$ cat src/hdl/nir_pkg.sv
// ----------------------------------------------------------------------------
// nir_pkg: shared types and constants for the NEC infrared pulse decoder
// Request and result words, phase codes, register map and the key table.
// ----------------------------------------------------------------------------
`default_nettype none

package nir_pkg;

    localparam int TIME_W     = 16;
    localparam int PHASE_W    = 3;
    localparam int CODE_W     = 32;
    localparam int KEY_IDX_W  = 5;
    localparam int KEY_W      = 8;
    localparam int CFG_IDX_W  = 3;
    localparam int CFG_COUNT  = 8;
    localparam int KEY_TABLE_LEN = 21;

    // Phase codes
    localparam logic [PHASE_W-1:0] PH_IDLE         = 3'd0;
    localparam logic [PHASE_W-1:0] PH_LEADER_MARK  = 3'd1;
    localparam logic [PHASE_W-1:0] PH_LEADER_SPACE = 3'd2;
    localparam logic [PHASE_W-1:0] PH_BIT_MARK     = 3'd3;
    localparam logic [PHASE_W-1:0] PH_BIT_SPACE    = 3'd4;

    // Request kinds
    localparam logic REQ_EDGE    = 1'b0;
    localparam logic REQ_TIMEOUT = 1'b1;

    // Register map
    localparam logic [CFG_IDX_W-1:0] REG_LEADER_MARK_MIN  = 3'd0;
    localparam logic [CFG_IDX_W-1:0] REG_LEADER_MARK_MAX  = 3'd1;
    localparam logic [CFG_IDX_W-1:0] REG_LEADER_SPACE_MIN = 3'd2;
    localparam logic [CFG_IDX_W-1:0] REG_LEADER_SPACE_MAX = 3'd3;
    localparam logic [CFG_IDX_W-1:0] REG_PULSE_MIN        = 3'd4;
    localparam logic [CFG_IDX_W-1:0] REG_BIT_MARK_MAX     = 3'd5;
    localparam logic [CFG_IDX_W-1:0] REG_BIT_SPACE_MAX    = 3'd6;
    localparam logic [CFG_IDX_W-1:0] REG_ONE_THRESHOLD    = 3'd7;

    // Register reset values (microseconds)
    localparam logic [TIME_W-1:0] RST_LEADER_MARK_MIN  = 16'd8500;
    localparam logic [TIME_W-1:0] RST_LEADER_MARK_MAX  = 16'd9500;
    localparam logic [TIME_W-1:0] RST_LEADER_SPACE_MIN = 16'd4000;
    localparam logic [TIME_W-1:0] RST_LEADER_SPACE_MAX = 16'd5000;
    localparam logic [TIME_W-1:0] RST_PULSE_MIN        = 16'd400;
    localparam logic [TIME_W-1:0] RST_BIT_MARK_MAX     = 16'd700;
    localparam logic [TIME_W-1:0] RST_BIT_SPACE_MAX    = 16'd1800;
    localparam logic [TIME_W-1:0] RST_ONE_THRESHOLD    = 16'd1000;

    localparam logic [KEY_W-1:0] KEY_TABLE [KEY_TABLE_LEN] = '{
        8'ha2, 8'h62, 8'he2, 8'h22, 8'h02, 8'hc2, 8'he0, 8'ha8, 8'h90, 8'h68, 8'h98,
        8'hb0, 8'h30, 8'h18, 8'h7a, 8'h10, 8'h38, 8'h5a, 8'h42, 8'h4a, 8'h52
    };

    typedef struct packed {
        logic              req_type;
        logic [TIME_W-1:0] elapsed_us;
    } req_t;

    typedef struct packed {
        logic [PHASE_W-1:0]   phase;
        logic                 expect_rising;
        logic                 frame_error;
        logic                 code_valid;
        logic [CODE_W-1:0]    code;
        logic                 key_found;
        logic [KEY_IDX_W-1:0] key_index;
    } rsp_t;

    typedef struct packed {
        logic                 found;
        logic [KEY_IDX_W-1:0] index;
    } key_match_t;

endpackage

`default_nettype wire

$ cat src/hdl/nir_key_lookup.sv
// ----------------------------------------------------------------------------
// nir_key_lookup: key table match
// Compares a command byte with the key table; the highest matching entry wins.
// ----------------------------------------------------------------------------
`default_nettype none

module nir_key_lookup #(
    parameter int KEY_COUNT = 21
) (
    input  wire logic [nir_pkg::KEY_W-1:0] key,
    output nir_pkg::key_match_t            match
);
    import nir_pkg::*;

    localparam int SCAN = (KEY_COUNT < KEY_TABLE_LEN) ? KEY_COUNT : KEY_TABLE_LEN;

    always_comb
    begin
        match = '0;
        // later entries override earlier ones
        for (int i = 0; i < SCAN; i++)
        begin
            if (KEY_TABLE[i] == key)
            begin
                match.found = 1'b1;
                match.index = KEY_IDX_W'(i);
            end
        end
    end

endmodule

`default_nettype wire

$ cat src/hdl/nec_ir_pulse_decoder_unit.sv
// ----------------------------------------------------------------------------
// nec_ir_pulse_decoder_unit: NEC infrared remote frame decoder
// Times leader and bit pulses, shifts in the code and looks up the key.
// ----------------------------------------------------------------------------
// Usage:
//   req channel (req_valid / req_stall / req): one word per IR edge, carrying
//   the microseconds since the previous edge, or a timer timeout word.
//   rsp channel (rsp_valid / rsp_stall / rsp): exactly one result word per
//   request word, in order: phase after the word, edge polarity, error, and
//   on the last bit of a frame the 32-bit code with its key table match.
//   cfg channel (cfg_valid / cfg_ready / cfg_index / cfg_data): timing window
//   registers, always ready; write them only while the decoder is idle.
// Timing:
//   One word per cycle sustained while rsp_stall is low. A request word is held
//   in the input register; the window compares, shift and key match run in a
//   single pass from it into the result register, where the result is offered.
//   When rsp_stall holds the result register, the input register still takes
//   one more word, then req_stall rises until the result is taken.
// Reset:
//   rst_n clears the valid bits of both pipeline registers, puts the decoder
//   in idle and loads the default NEC timing windows.
// ----------------------------------------------------------------------------
`default_nettype none

module nec_ir_pulse_decoder_unit #(
    parameter int CODE_BITS = 32,
    parameter int KEY_COUNT = 21
) (
    input  wire logic                          clk,
    input  wire logic                          rst_n,

    input  wire logic                          req_valid,
    output      logic                          req_stall,
    input  wire nir_pkg::req_t                 req,

    output      logic                          rsp_valid,
    input  wire logic                          rsp_stall,
    output      nir_pkg::rsp_t                 rsp,

    input  wire logic                          cfg_valid,
    output      logic                          cfg_ready,
    input  wire logic [nir_pkg::CFG_IDX_W-1:0] cfg_index,
    input  wire logic [nir_pkg::TIME_W-1:0]    cfg_data
);
    import nir_pkg::*;

    localparam int CNT_W = $clog2(CODE_BITS + 1);

    // Configuration registers
    logic [TIME_W-1:0] lm_min_reg, lm_max_reg, ls_min_reg, ls_max_reg;
    logic [TIME_W-1:0] pulse_min_reg, mark_max_reg, space_max_reg, one_thr_reg;

    // Pipeline registers
    logic  in_valid_reg;
    req_t  in_item_reg;
    logic  out_valid_reg;
    rsp_t  out_item_reg;
    rsp_t  out_item_next;

    // Decoder state
    logic [PHASE_W-1:0] phase_reg, phase_next;
    logic [CNT_W-1:0]   cnt_reg, cnt_next, cnt_inc;
    logic [CODE_W-1:0]  shift_reg, shift_next, shift_in;

    logic       out_open;
    logic       advance;
    logic [TIME_W-1:0] t;
    logic       err;
    logic       done;
    logic       one_bit;
    key_match_t match;

    assign cfg_ready = 1'b1;

    assign out_open  = !out_valid_reg || !rsp_stall;
    assign advance   = in_valid_reg && out_open;
    assign req_stall = in_valid_reg && !out_open;
    assign rsp_valid = out_valid_reg;
    assign rsp       = out_item_reg;

    assign t        = in_item_reg.elapsed_us;
    assign one_bit  = (t > one_thr_reg);
    assign shift_in = {shift_reg[CODE_W-2:0], one_bit};
    assign cnt_inc  = cnt_reg + CNT_W'(1);
    assign done     = (cnt_inc >= CNT_W'(CODE_BITS));

    nir_key_lookup #(
        .KEY_COUNT (KEY_COUNT)
    ) u_key_lookup (
        .key   (shift_in[15:8]),
        .match (match)
    );

    always_ff @(posedge clk or negedge rst_n)
    begin
        if (!rst_n)
        begin
            lm_min_reg    <= RST_LEADER_MARK_MIN;
            lm_max_reg    <= RST_LEADER_MARK_MAX;
            ls_min_reg    <= RST_LEADER_SPACE_MIN;
            ls_max_reg    <= RST_LEADER_SPACE_MAX;
            pulse_min_reg <= RST_PULSE_MIN;
            mark_max_reg  <= RST_BIT_MARK_MAX;
            space_max_reg <= RST_BIT_SPACE_MAX;
            one_thr_reg   <= RST_ONE_THRESHOLD;
        end
        else if (cfg_valid && cfg_ready)
        begin
            unique case (cfg_index)
                REG_LEADER_MARK_MIN:  lm_min_reg    <= cfg_data;
                REG_LEADER_MARK_MAX:  lm_max_reg    <= cfg_data;
                REG_LEADER_SPACE_MIN: ls_min_reg    <= cfg_data;
                REG_LEADER_SPACE_MAX: ls_max_reg    <= cfg_data;
                REG_PULSE_MIN:        pulse_min_reg <= cfg_data;
                REG_BIT_MARK_MAX:     mark_max_reg  <= cfg_data;
                REG_BIT_SPACE_MAX:    space_max_reg <= cfg_data;
                REG_ONE_THRESHOLD:    one_thr_reg   <= cfg_data;
                default:              ;
            endcase
        end
    end

    always_comb
    begin
        phase_next = phase_reg;
        cnt_next   = cnt_reg;
        shift_next = shift_reg;
        err        = 1'b0;
        out_item_next = '0;

        if (in_item_reg.req_type == REQ_TIMEOUT)
        begin
            phase_next = PH_IDLE;
        end
        else
        begin
            unique case (phase_reg)
                PH_LEADER_MARK:
                begin
                    if (t > lm_min_reg && t < lm_max_reg)
                        phase_next = PH_LEADER_SPACE;
                    else
                        err = 1'b1;
                end
                PH_LEADER_SPACE:
                begin
                    if (t > ls_min_reg && t < ls_max_reg)
                        phase_next = PH_BIT_MARK;
                    else
                        err = 1'b1;
                end
                PH_BIT_MARK:
                begin
                    if (t > pulse_min_reg && t < mark_max_reg)
                        phase_next = PH_BIT_SPACE;
                    else
                        err = 1'b1;
                end
                PH_BIT_SPACE:
                begin
                    if (t > pulse_min_reg && t < space_max_reg)
                    begin
                        shift_next = shift_in;
                        cnt_next   = cnt_inc;
                        if (done)
                        begin
                            phase_next               = PH_IDLE;
                            out_item_next.code_valid = 1'b1;
                            out_item_next.code       = shift_in;
                            out_item_next.key_found  = match.found;
                            out_item_next.key_index  = match.index;
                        end
                        else
                        begin
                            phase_next = PH_BIT_MARK;
                        end
                    end
                    else
                    begin
                        err = 1'b1;
                    end
                end
                default:
                begin
                    // start of frame: time since the last edge means nothing
                    cnt_next   = '0;
                    shift_next = '0;
                    phase_next = PH_LEADER_MARK;
                end
            endcase
            if (err)
                phase_next = PH_IDLE;
        end

        out_item_next.phase         = phase_next;
        out_item_next.expect_rising = (phase_next == PH_LEADER_MARK) ||
                                      (phase_next == PH_BIT_MARK);
        out_item_next.frame_error   = err;
    end

    always_ff @(posedge clk or negedge rst_n)
    begin
        if (!rst_n)
        begin
            in_valid_reg  <= 1'b0;
            out_valid_reg <= 1'b0;
            phase_reg     <= PH_IDLE;
            cnt_reg       <= '0;
            shift_reg     <= '0;
        end
        else
        begin
            if (!in_valid_reg || advance)
                in_valid_reg <= req_valid;
            if (out_open)
                out_valid_reg <= in_valid_reg;
            if (advance)
            begin
                phase_reg <= phase_next;
                cnt_reg   <= cnt_next;
                shift_reg <= shift_next;
            end
        end
    end

    always_ff @(posedge clk)
    begin
        if (!in_valid_reg || advance)
            in_item_reg <= req;
        if (advance)
            out_item_reg <= out_item_next;
    end

    // A finished frame always leaves the decoder idle
    assert property (@(posedge clk) disable iff (!rst_n)
        rsp_valid && rsp.code_valid |-> rsp.phase == PH_IDLE)
        else $error("code reported without returning to idle");

    // A word cannot both complete a frame and abort it
    assert property (@(posedge clk) disable iff (!rst_n)
        rsp_valid |-> !(rsp.code_valid && rsp.frame_error))
        else $error("frame error and code valid together");

    // Code and key fields are clear unless a frame completed
    assert property (@(posedge clk) disable iff (!rst_n)
        rsp_valid && !rsp.code_valid |-> rsp.code == '0 && !rsp.key_found)
        else $error("code fields set without a complete frame");

    // Phase register only ever holds a defined phase
    assert property (@(posedge clk) disable iff (!rst_n)
        phase_reg == PH_IDLE || phase_reg == PH_LEADER_MARK ||
        phase_reg == PH_LEADER_SPACE || phase_reg == PH_BIT_MARK ||
        phase_reg == PH_BIT_SPACE)
        else $error("phase register out of range");

    // A timeout word always drops the decoder to idle
    assert property (@(posedge clk) disable iff (!rst_n)
        advance && in_item_reg.req_type == REQ_TIMEOUT |=> phase_reg == PH_IDLE)
        else $error("timeout did not return to idle");

endmodule

`default_nettype wire

$ cat config.mk
export PLATFORM = sky130hd
export DESIGN_NAME = nec_ir_pulse_decoder_unit
export DESIGN_NICKNAME = d
export VERILOG_FILES = /design/src/hdl/nir_pkg.sv /design/src/hdl/nir_key_lookup.sv /design/src/hdl/nec_ir_pulse_decoder_unit.sv
export SDC_FILE = /design/constraint.sdc
export NUM_CORES = 1
export LEC_CHECK = 0
export CORE_MARGIN = 2
export CORE_UTILIZATION = 35
export DETAILED_ROUTE_END_ITERATION = 6
export DONT_BUFFER_PORTS = 1
export PLACE_DENSITY_LB_ADDON = 0.12
export SYNTH_ARGS = -nofsm -noshare
export SYNTH_HDL_FRONTEND = slang
export SYNTH_HIERARCHICAL = 1
export SYNTH_SLANG_ARGS = --single-unit
$ cat constraint.sdc
create_clock -name clk -period 8.51 [get_ports clk]
set_input_delay 0.851 -clock clk [delete_from_list [all_inputs] [get_ports clk]]
set_output_delay 0.851 -clock clk [all_outputs]
set_load 0.05 [all_outputs]
# Word level (Yosys, flattened, before mapping)
# Index checks and enable logic that the tools add are counted.
# totals
reg_bits	231
input_bits	41
# classes
eq_ne	35
order_cmp	9
n_reduce_logical	28
muxes	40
n_bitwise	5
add_sub_neg	1
# ops
cell	n
6-bit two-way mux	22
8-bit == test, first input constant	8
16-bit greater-than comparator	4
16-bit < comparator	4
31-bit one-hot mux with 2 select lines	1
7-bit by 8-bit == test with 1-bit output, first input constant	7
39-bit two-way mux	1
31-bit two-way mux	1
6-bit by 8-bit == test with 1-bit output, first input constant	3
3-bit two-way mux	6
5-bit by 8-bit == test with 1-bit output, first input constant	2
2-bit AND reduction	8
3-bit by 2-bit == test with 1-bit output, second input constant	5
3-bit == test, second input constant	5
3-bit one-hot mux with 4 select lines	1
6-bit one-hot mux with 2 select lines	1
3-bit by 1-bit == test with 1-bit output, second input constant	3
9-bit OR reduction	1
2-bit by 8-bit == test with 1-bit output, first input constant	1
6-bit by 1-bit adder with 6-bit output, second input constant	1
6-bit greater-or-equal comparator, second input constant	1
1-bit logical AND	6
3-bit OR reduction	2
1-bit two-way mux	5
10 further kinds	19

# Depth between registers and ports, before layout
# Gate-level depths: netlist of the first run.
# logic_depth
ltp_word	23
ltp_mapped	12
mapped_depth_nobuf	10

# By module
# Netlist of the first run, hierarchy kept.
# modules_own_cells
mod	cells_per_inst	area_per_inst_um2	instances
nec_ir_pulse_decoder_unit	1092	11730.0	1
nir_key_lookup	59	372.9	1

# Worst setup path before layout of the first run
# OpenSTA, ideal clock, no wires.
# synth_path
path_type	reg-to-reg
from	register in_item_reg, in the netlist t[14]
to	register phase_reg[1]
arrival_ps	2642
stages_incl_launch_ff	10
slack_ps	5800
period_less_slack_ps	2710
n_path_buf	0
setup_ps	68
cell_sequence	edfxtp_1 ha_1 nand4_1 or2_1 a211oi_1 nor4b_1 or3_1 o211a_1 a2111oi_2 mux2_2
# synth_rtl
item	line	rtl
start: declaration	nec_ir_pulse_decoder_unit.sv:55	req_t in_item_reg;
start signal: assignment	nec_ir_pulse_decoder_unit.sv:229	in_item_reg <= req;
end signal: assignment	nec_ir_pulse_decoder_unit.sv:219	phase_reg <= phase_next;
end: declaration	nec_ir_pulse_decoder_unit.sv:61	logic [PHASE_W-1:0] phase_reg, phase_next;

# Final worst setup path of the first run
# layout_path
from	register in_item_reg, in the netlist t[5]
to	register cnt_reg[4]
# layout_via
elab_chain_cells	4
# layout_lines
item	line	rtl
16-bit greater-than comparator or 16-bit < comparator (tied branches)	nec_ir_pulse_decoder_unit.sv:161	if (t > pulse_min_reg && t < space_max_reg)
1-bit logical AND *	nec_ir_pulse_decoder_unit.sv:161	
2-bit != test (no line) *	-	
4-bit AND reduction (no line) *	-	
end signal: assignment	nec_ir_pulse_decoder_unit.sv:220	cnt_reg <= cnt_next;
end: declaration	nec_ir_pulse_decoder_unit.sv:62	logic [CNT_W-1:0] cnt_reg, cnt_next, cnt_inc;
# Mark *: on every way between the ends. The rest lies on a longest branch, timed or not.
# A chain may end at the register's enable or synchronous reset.

==> results of run 1 <==
[kinds of logic (layout without fill, tap and decap cells)]
group / after synthesis / in the layout
and+or+nand+nor: 323 / 323
DFF: 231 / 231
AOI/OAI and AO/OA: 219 / 219
buffers and inverters: 174 / 192
adders and majority gates: 125 / 125
muxes: 71 / 71
xor gates and xnor gates: 7 / 7
other: 1 / 3
[area by class of cell]
cell class / count / area share (%)
antenna: 2 / 0.03717
timing repair buffer: 12 / 0.8178
tap: 455 / 4.229
clock buffer: 37 / 5.446
clock inverter: 13 / 0.6877
multi-input combinational: 746 / 39.57
inverter: 130 / 3.625
sequential: 231 / 45.59
[critical path: stages, from the launching register on]
cell and delay (ns):
edfxtp_1 0.54, ha_1 0.36, a21o_1 0.16, a21o_1 0.18, a221oi_2 0.33, o311ai_1 0.18
o31ai_2 0.50, nand2_2 0.75, or3_1 0.61, a21oi_1 0.14
[routing by layer]
layer / routed length, µm / part of all wire [%] / global-route usage (%)
met1: 14660 / 46 / 23.95
met2: 15460 / 48 / 31.56
met3: 1387 / 4.3 / 3.542
met4: 669 / 2.1 / 3.637
met5: 0 / 0 / 0
[synth_stat cells, types with 2 or more instances]
| library cell | number | area, µm² |
|---|---|---|
| a2111oi_0 | 3 | 26.28 |
| a211oi_1 | 9 | 67.56 |
| a21o_1 | 12 | 90.09 |
| a21oi_1 | 42 | 210.2 |
| and2_1 | 38 | 237.7 |
| and3_1 | 2 | 12.51 |
| and4_1 | 3 | 26.28 |
| buf_2 | 4 | 20.02 |
| clkbuf_1 | 38 | 142.6 |
| dfrtp_1 | 129 | 3228 |
| dfstp_2 | 41 | 1077 |
| edfxtp_1 | 61 | 1832 |
| ha_1 | 125 | 1564 |
| inv_1 | 129 | 484.2 |
| mux2_2 | 70 | 788.3 |
| nand2_1 | 156 | 585.6 |
| nand2b_1 | 10 | 62.56 |
| nand3_1 | 16 | 80.08 |
| nand4_1 | 19 | 118.9 |
| nand4b_1 | 4 | 35.03 |
| nor2_1 | 33 | 123.9 |
| nor2b_1 | 5 | 31.28 |
| nor3_1 | 13 | 65.06 |
| nor3b_1 | 6 | 45.04 |
| nor4_1 | 5 | 31.28 |
| o2111ai_1 | 2 | 17.52 |
| o211a_1 | 2 | 20.02 |
| o211ai_1 | 5 | 37.54 |
| o21a_1 | 4 | 30.03 |
| o21ai_0 | 83 | 415.4 |
| o21ai_1 | 33 | 165.2 |
| o311ai_0 | 2 | 17.52 |
| o31ai_1 | 5 | 37.54 |
| or3_1 | 2 | 12.51 |
| xor2_1 | 7 | 61.31 |
[metrics by stage]
step	std cells	hold WS [ns]
floorplan	1151	0.4474
global placement	1573	0.4658
detailed placement	1573	0.4721
CTS	1624	0.1207
global route	1625	0.1326
finish	1626	0.1593
[where the power goes]
group          switching [mW]  internal [mW]  total (mW)
combinational           0.377          0.260       0.636
sequential              0.126           1.33        1.45
clock                   0.469          0.632        1.10
[worst max-delay path by stage]
stage                   endpoint  slack [ns]  depth (start not counted)
global route          cnt_reg[4]        4.32                          9
floorplan           phase_reg[1]        5.80                          9
finish                cnt_reg[4]        4.68                          9
detailed placement    cnt_reg[4]        4.63                          9
CTS                   cnt_reg[4]        4.62                          9
global placement      cnt_reg[4]        4.72                          8
[repair_timing]
item | CTS | global route
gates resized for setup | 0 | 0
hold buffers | 1 | 0
buffers inserted | 0 | 0
hold endpoints to repair | 129 | 0
==> impl_metrics.yaml, run 1 <==
logic_synthesis:
  yosys.area_share.adder_pct: 12.92
  synth_area_um2: 12100
  syn_inst: 1151
  synthMuxAreaShare_pct: 6.596
  ys.flop_type: "dfrtp_1"
  synth_xor_area_share_pct: 0.5066
  synth_area_per_cell_um2: 10.52
  ys_seq_area_share_pct: 50.71
  yosys_warnings: 6
  synth.distinct_cells: 68
  syn_nets: 1317
  synth-edff-count: 61
  synth_top_family_by_area: "simple AND/OR/NAND/NOR gates"
  synthSimpleGateAreaFrac_pct: 12.96
  ys_ff_latch: 231
  synth-compound-area-share_pct: 10.74
  synth_async_sr_flop_share_pct: 73.59
global_routing:
  grt_pass1_wl_um: 49860
  first_global_vias: 8221
  antenna_found_initial: 7
  grt_max_degree: 130
  grt_overflow_total: 0
  grt_use_total_pct: 18.29
layout:
  largest_reg_flops: 44
  layout_common_cells: "nand2_1 (155), dfrtp_1 (129), inv_1 (128), ha_1 (125), o21ai_0 (83)"
  multi_input_comb_area_um2: 5328
  seq_area_um2: 6137
  drive_above_1_share_pct: 15.23
  postLayoutCellArea_um2: 13460
  fin_nets: 1314
  final_common_cell: "nand2_1"
  fin_util_pct: 39.26
  nFillCells: 3372
  syn_to_final_growth_pct: 11.24
floorplanning:
  fp.coreArea_um2: 34290
  rows: 68
  die_h_um: 190.0
  die_x_um: 190.0
  die-area_um2: 36080
  initial_core_util_pct: 35.30
  pin_count: 88
placed_design:
  dp_hpwl_um: 22070
  post_dp_cell_area_um2: 12600
  gp_congestion: 0.8384
  dp_slack_ns: 4.634
  port_buffers: 0
sta:
  setup_viol: 0
  period_needed_ns: 3.828
  setup_tns_ns: 0
  hold_violations: 0
  rsz0062_at_grt: "no"
  maxSlewViolCount: 0
  relSlewSlack_pct: 21.56
  fin_skew_ns: 0.008710
  tightest_slew_ns: 1.147
  setup_ws_ns: 4.682
  fmax_ghz: 0.2612
  fin_crit_sh_pct: 44.99
outcome:
  status: "finished, final reports clean"
power:
  p_total_mw: 3.191
  ir_drop_mv: 0.1561
  leakagePower_nw: 5.880
  power.density_nw_per_um2: 237.0
clock_network:
  cts_tree: "done"
  cts_max_path_buffers: 3
  cts_root_buffer: "clkbuf_16"
  htree_num_levels: 1
  clkSlewWorstSetupHoldPaths_ns: 0.06
  cts_buffers: 27
  cts.sink_count: 231
  insertion_delay_ns: 0.55
routing:
  drtIter0Drc: 433
  postRouteAntennaNets: 0
  drc: 0
  vias: 8108
  drtPass1Iterations: 4
  routed_wl_um: 32180
  drt-vias-per-instance: 4.986
  wl_per_cell_um: 19.79
worst_setup_path:
  path_class: "flop to flop"
  r2r_cells: 9
  worstReg2RegStart: "t[5]"
  end_kind: "flop"
  cp.arrival_ns: 4.30
  crit_start: "t[5]"
  worstPathRequired_ns: 8.98
  crit_fanout: 70
  start_kind: "flop"
  r2r-end: "cnt_reg[4]"
  r2r_slack_ns: 4.68
hold_path:
  hp-class: "primary input to asynchronous set/reset pin"
run:
  maxCapViolations: 0
No activity file was read; power rests on OpenSTA's default activity.
==> run 2, diff against run 1 <==
clock period = 3.8 ns   (was 8.51 ns; I/O delays follow)
==> impl_metrics.yaml, run 2 (synthesized netlist as in run 1, its figures left out) <==
outcome:
  status: "complete, but fails checks"
  violations: "hold timing"
routing:
  postRouteAntennaNets: 0
  wl_per_cell_um: 18.57
  drtPass1Iterations: 6
  routed_wl_um: 30940
  drtIter0Drc: 381
  drc: 0
  vias: 8121
  drt-vias-per-instance: 4.875
floorplanning:
  initial_core_util_pct: 35.30
  die-area_um2: 36080
  die_x_um: 190.0
  rows: 68
  fp.coreArea_um2: 34290
  die_h_um: 190.0
  pin_count: 88
layout:
  largest_reg_flops: 44
  final_common_cell: "nand2_1"
  fin_nets: 1356
  layout.cells.non_filler: 1666
  num_antenna_cells: 0
  syn_to_final_growth_pct: 14.45
  layout_common_cells: "nand2_1 (155), dfrtp_1 (129), inv_1 (128), ha_1 (125), o21ai_0 (83)"
  drive_above_1_share_pct: 14.78
clock_network:
  cts_max_path_buffers: 3
  cts_tree: "done"
  cts-resized-gates: 0
  clkSlewWorstSetupHoldPaths_ns: 0.06
  cts_setup_buffers: 0
  cts.sink_count: 231
  hold_buffers: 35
  cts_buffers: 27
  cts_root_buffer: "clkbuf_16"
  insertion_delay_ns: 0.54
  htree_num_levels: 1
sta:
  setup_ws_ns: 0.4564
  holdWs_ns: -0.4517
  fin_crit_sh_pct: 87.99
  maxSlewViolCount: 0
  fmax_ghz: 0.2991
  relSlewSlack_pct: 20.61
  period_needed_ns: 3.344
  tightest_slew_ns: 1.184
  hold_violations: 170
  rsz0062_at_grt: "no"
  setup_viol: 0
  fin_skew_ns: 0.01646
  setup_tns_ns: 0
global_routing:
  antenna_found_initial: 6
  grt_use_total_pct: 17.49
  grt_max_degree: 171
  first_global_vias: 8009
  grt_pass1_wl_um: 48350
  grt_overflow_total: 0
placed_design:
  dp_hpwl_um: 21500
  port_buffers: 0
  placed_cells: 1581
  gp_congestion: 0.8171
  dp_slack_ns: 0.5834
power:
  power.density_nw_per_um2: 517.4
  leakagePower_nw: 6.042
  ir_drop_mv: 0.4261
  p_total_mw: 7.168
worst_setup_path:
  start_kind: "flop"
  end_kind: "flop"
  path_common_cell: "o311ai_0"
  critPathSlowestCell: "edfxtp_1"
  crit_fanout: 8
  r2r_cells: 9
  max_stage_delay_ns: 0.58
  crit_chain: "ha_1, a211o_1, a31oi_1, nor3_1, o311ai_0, o311ai_0, o32a_1, a2111oi_2, mux2_2"
  cp.arrival_ns: 3.82
  worstPathRequired_ns: 4.27
  path_class: "flop to flop"
run:
  maxCapViolations: 0
hold_path:
  hp-class: "primary input to asynchronous set/reset pin"
## run 2: cell types whose count changed in the layout (fill, tap and decap cells not counted)
cell and delta:
inv_4 +1, buf_4 +8, clkbuf_8 +2, clkbuf_1 +6, diode_2 -2, buf_16 -1
clkinv_2 -9, dlygate4sd3_1 +35
## run 2: critical path: cells and delay by family (launching register included)
family                   cells  cell delay [ns]
AO/OA/AOI/OAI                6             2.01
adder cells (fa/ha/maj)      1             0.37
flip-flops                   1             0.58
multiplexers                 1             0.21
AND/OR/NAND/NOR              1             0.10
## run 2: cell type report
type	instances	area (µm²)
clock buffers	45	783.3
clock inverters	5	53.80
fillers	3386	20440
inverters	130	488.0
multi-input cells	746	5328
flip-flops and latches	231	6137
well taps	455	569.3
repair buffers	54	493.0
## run 2: report_power, final
group | switching, mW | internal [mW]
sequential | 0.280 | 2.97
clock | 1.03 | 1.46
combinational | 0.815 | 0.608
total | 2.12 | 5.05
## run 2: final timing paths
path / start / endpoint / slack, ns
max: t[2] / phase_reg[1] / 0.46
min: rst_n / ls_max_reg[14] / -0.45
max reg2reg: t[2] / phase_reg[1] / 0.46
min reg2reg: shift_reg[30] / shift_reg[30] / 0.48
max in group asynchronous: rst_n / ls_min_reg[5] / 3.92
min in group clk: cfg_index[1] / lm_max_reg[0] / 0.11
## run 2: through the flow
| step | instance area, µm² | util (%) |
|---|---|---|
| after floorplan | 12100 | - |
| after global placement | 12660 | 36.94 |
| after detailed placement | 12660 | 36.94 |
| after CTS | 13850 | 40.40 |
| after global routing | 13850 | 40.40 |
| final | 13850 | 40.40 |
## run 2: metal layers
metal | vias to the layer above | GRT usage (%) | wire [µm]
met5 | - | 0 | 39
met4 | 8 | 4.800 | 824
li1 | 4074 | - | -
met2 | 137 | 28.59 | 14260
met1 | 3850 | 23.86 | 14550
met3 | 52 | 3.136 | 1268
==> run 3, diff against run 2 <==
ABC_AREA = 1   (was not set)
==> impl_metrics.yaml, run 3 <==
outcome:
  status: "complete, but fails checks"
  violations: "hold timing"
routing:
  drtPass1Iterations: 6
  wirelength_met1_um: 14460
  routed_wl_um: 31340
  dr_wl_met3_um: 949
  drt-vias-per-instance: 4.659
  drc: 0
  postRouteAntennaNets: 0
  top_layer_used: "met4"
  drtIter0Drc: 474
  met2WireLength_um: 15420
  vias: 8991
  wl_per_cell_um: 16.24
sta:
  period_needed_ns: 2.756
  relSlewSlack_pct: 40.68
  setup_ws_ns: 1.044
  setup_viol: 0
  fin_crit_sh_pct: 72.53
  rsz0062_at_grt: "no"
  fin_skew_ns: 0.01651
  setup_tns_ns: 0
  hold_violations: 160
  holdWs_ns: -0.4614
  fmax_ghz: 0.3628
  maxSlewViolCount: 0
  tightest_slew_ns: 0.8888
layout:
  final_common_cell: "nand2_1"
  seq_area_um2: 6137
  nFillCells: 3554
  postLayoutCellArea_um2: 14180
  fin_nets: 1614
  syn_to_final_growth_pct: 12.92
  multi_input_comb_area_um2: 5256
  layout.cells.non_filler: 1930
  layout_common_cells: "nand2_1 (318), inv_1 (232), o21ai_0 (156), dfrtp_1 (129), ha_1 (125)"
  num_antenna_cells: 0
  fin_util_pct: 39.95
  drive_above_1_share_pct: 12.59
  largest_reg_flops: 44
power:
  p_total_mw: 7.179
  comb_power_share_pct: 19.4
  ir_drop_mv: 0.3410
  power.density_nw_per_um2: 506.4
  p_clk_share_pct: 35.4
  power.switching_mw: 2.225
  p_int_mw: 4.954
  leakagePower_nw: 6.578
  swShare_pct: 30.99
  pwr-share-seq_pct: 45.2
global_routing:
  grt_max_degree: 171
  grt_pass1_wl_um: 51380
  first_global_vias: 9257
  antenna_found_initial: 0
  grt_use_total_pct: 17.30
  grt_overflow_total: 0
logic_synthesis:
  yosys_warnings: 6
  synthTopCellsByCount: "nand2_1 (318), inv_1 (232), o21ai_0 (156), dfrtp_1 (129), ha_1 (125)"
  synth.distinct_cells: 46
  synth_area_leaders: "dfrtp_1 (26%), edfxtp_1 (15%), ha_1 (12%), nand2_1 (9.5%), dfstp_2 (8.6%)"
  synth_top_area_share_pct: 25.71
  synth_area_um2: 12550
  synth_async_sr_flop_share_pct: 73.59
  synth_area_leader_cell: "dfrtp_1"
  syn_nets: 1582
  syn_inst: 1416
  ys_seq_area_share_pct: 48.88
  synth-edff-count: 61
  ys.flop_type: "dfrtp_1"
  ys_ff_latch: 231
  synth.most_common_cell: "nand2_1"
  synth_area_per_cell_um2: 8.866
placed_design:
  dp_slack_ns: 1.030
  post_dp_cell_area_um2: 12990
  port_buffers: 0
  gp_congestion: 0.8377
  placed_cells: 1846
  dp_hpwl_um: 21190
worst_setup_path:
  start_kind: "flop"
  path_class: "flop to flop"
  cp.arrival_ns: 3.19
  worstPathRequired_ns: 4.24
  end_kind: "flop"
  crit_fanout: 68
floorplanning:
  pin_count: 88
  die_x_um: 193.4
  die_h_um: 193.4
  fp.coreArea_um2: 35480
  rows: 69
  initial_core_util_pct: 35.38
  die-area_um2: 37400
clock_network:
  insertion_delay_ns: 0.56
  cts_setup_buffers: 0
  cts_root_buffer: "clkbuf_16"
  clkSlewWorstSetupHoldPaths_ns: 0.06
  hold_buffers: 34
  cts_max_path_buffers: 3
  cts.sink_count: 231
  cts_tree: "done"
  cts-resized-gates: 0
  htree_num_levels: 1
  cts_buffers: 27
hold_path:
  hp-class: "primary input to asynchronous set/reset pin"
run:
  maxCapViolations: 0
-- run 3: layout make-up --
| type | count | area share (%) |
|---|---|---|
| tap | 461 | 4.069 |
| multi-input combinational | 895 | 37.08 |
| clock inverter | 12 | 0.8032 |
| timing repair buffer | 44 | 2.930 |
| clock buffer | 38 | 5.199 |
| inverter | 249 | 6.628 |
| sequential | 231 | 43.29 |
-- run 3: routing by layer --
layer  up-vias  GRT usage (%)
met3        34          2.563
met4         0          3.619
li1       4598              -
met1      4238          22.81
met2       121          30.16
met5         -              0
-- run 3: power by group through the flow --
stage	Sequential [mW]	Clock, mW	Combinational, mW
2_1_floorplan	3.23	0	1.04
3_3_place_gp	3.28	0	1.36
3_5_place_dp	3.29	0	1.38
4_1_cts	3.25	2.63	1.42
5_1_grt	3.29	2.73	1.67
6_report	3.25	2.54	1.39
-- run 3: critical path, cell delays in order, from the launching register on --
cell and delay [ns]:
edfxtp_1 0.55, ha_1 0.39, nand2_1 0.06, nor2_1 0.15, nand2_1 0.10, clkinv_1 0.05, nand2_1 0.05, a21oi_2 0.27
nand2_4 0.12, nand2_4 0.09, nand2_4 0.08, clkinv_4 0.40, o21ai_0 0.18, o21a_1 0.14
-- run 3: kinds of logic after synthesis --
group	share of synthesized area, %
compound gates	10.48
simple gates	18.50
flops	48.88
xor+xnor	0.2791
buf+inv	9.368
other cells	0.02987
fa+ha+maj	12.46
-- run 3: final timing paths --
| kind | slack, ns | from | depth (start not counted) | end |
|---|---|---|---|---|
| worst max register to register | 1.04 | t[11] | 13 | cnt_reg[0] |
| worst min-delay path | -0.46 | rst_n | 0 | ls_max_reg[13] |
| worst min register to register | 0.48 | lm_max_reg[9] | 2 | lm_max_reg[9] |
| worst max-delay path | 1.04 | t[11] | 13 | cnt_reg[0] |
| min in group clk | 0.07 | cfg_data[12] | 2 | ls_max_reg[12] |
| max in group asynchronous | 3.76 | rst_n | 0 | one_thr_reg[14] |
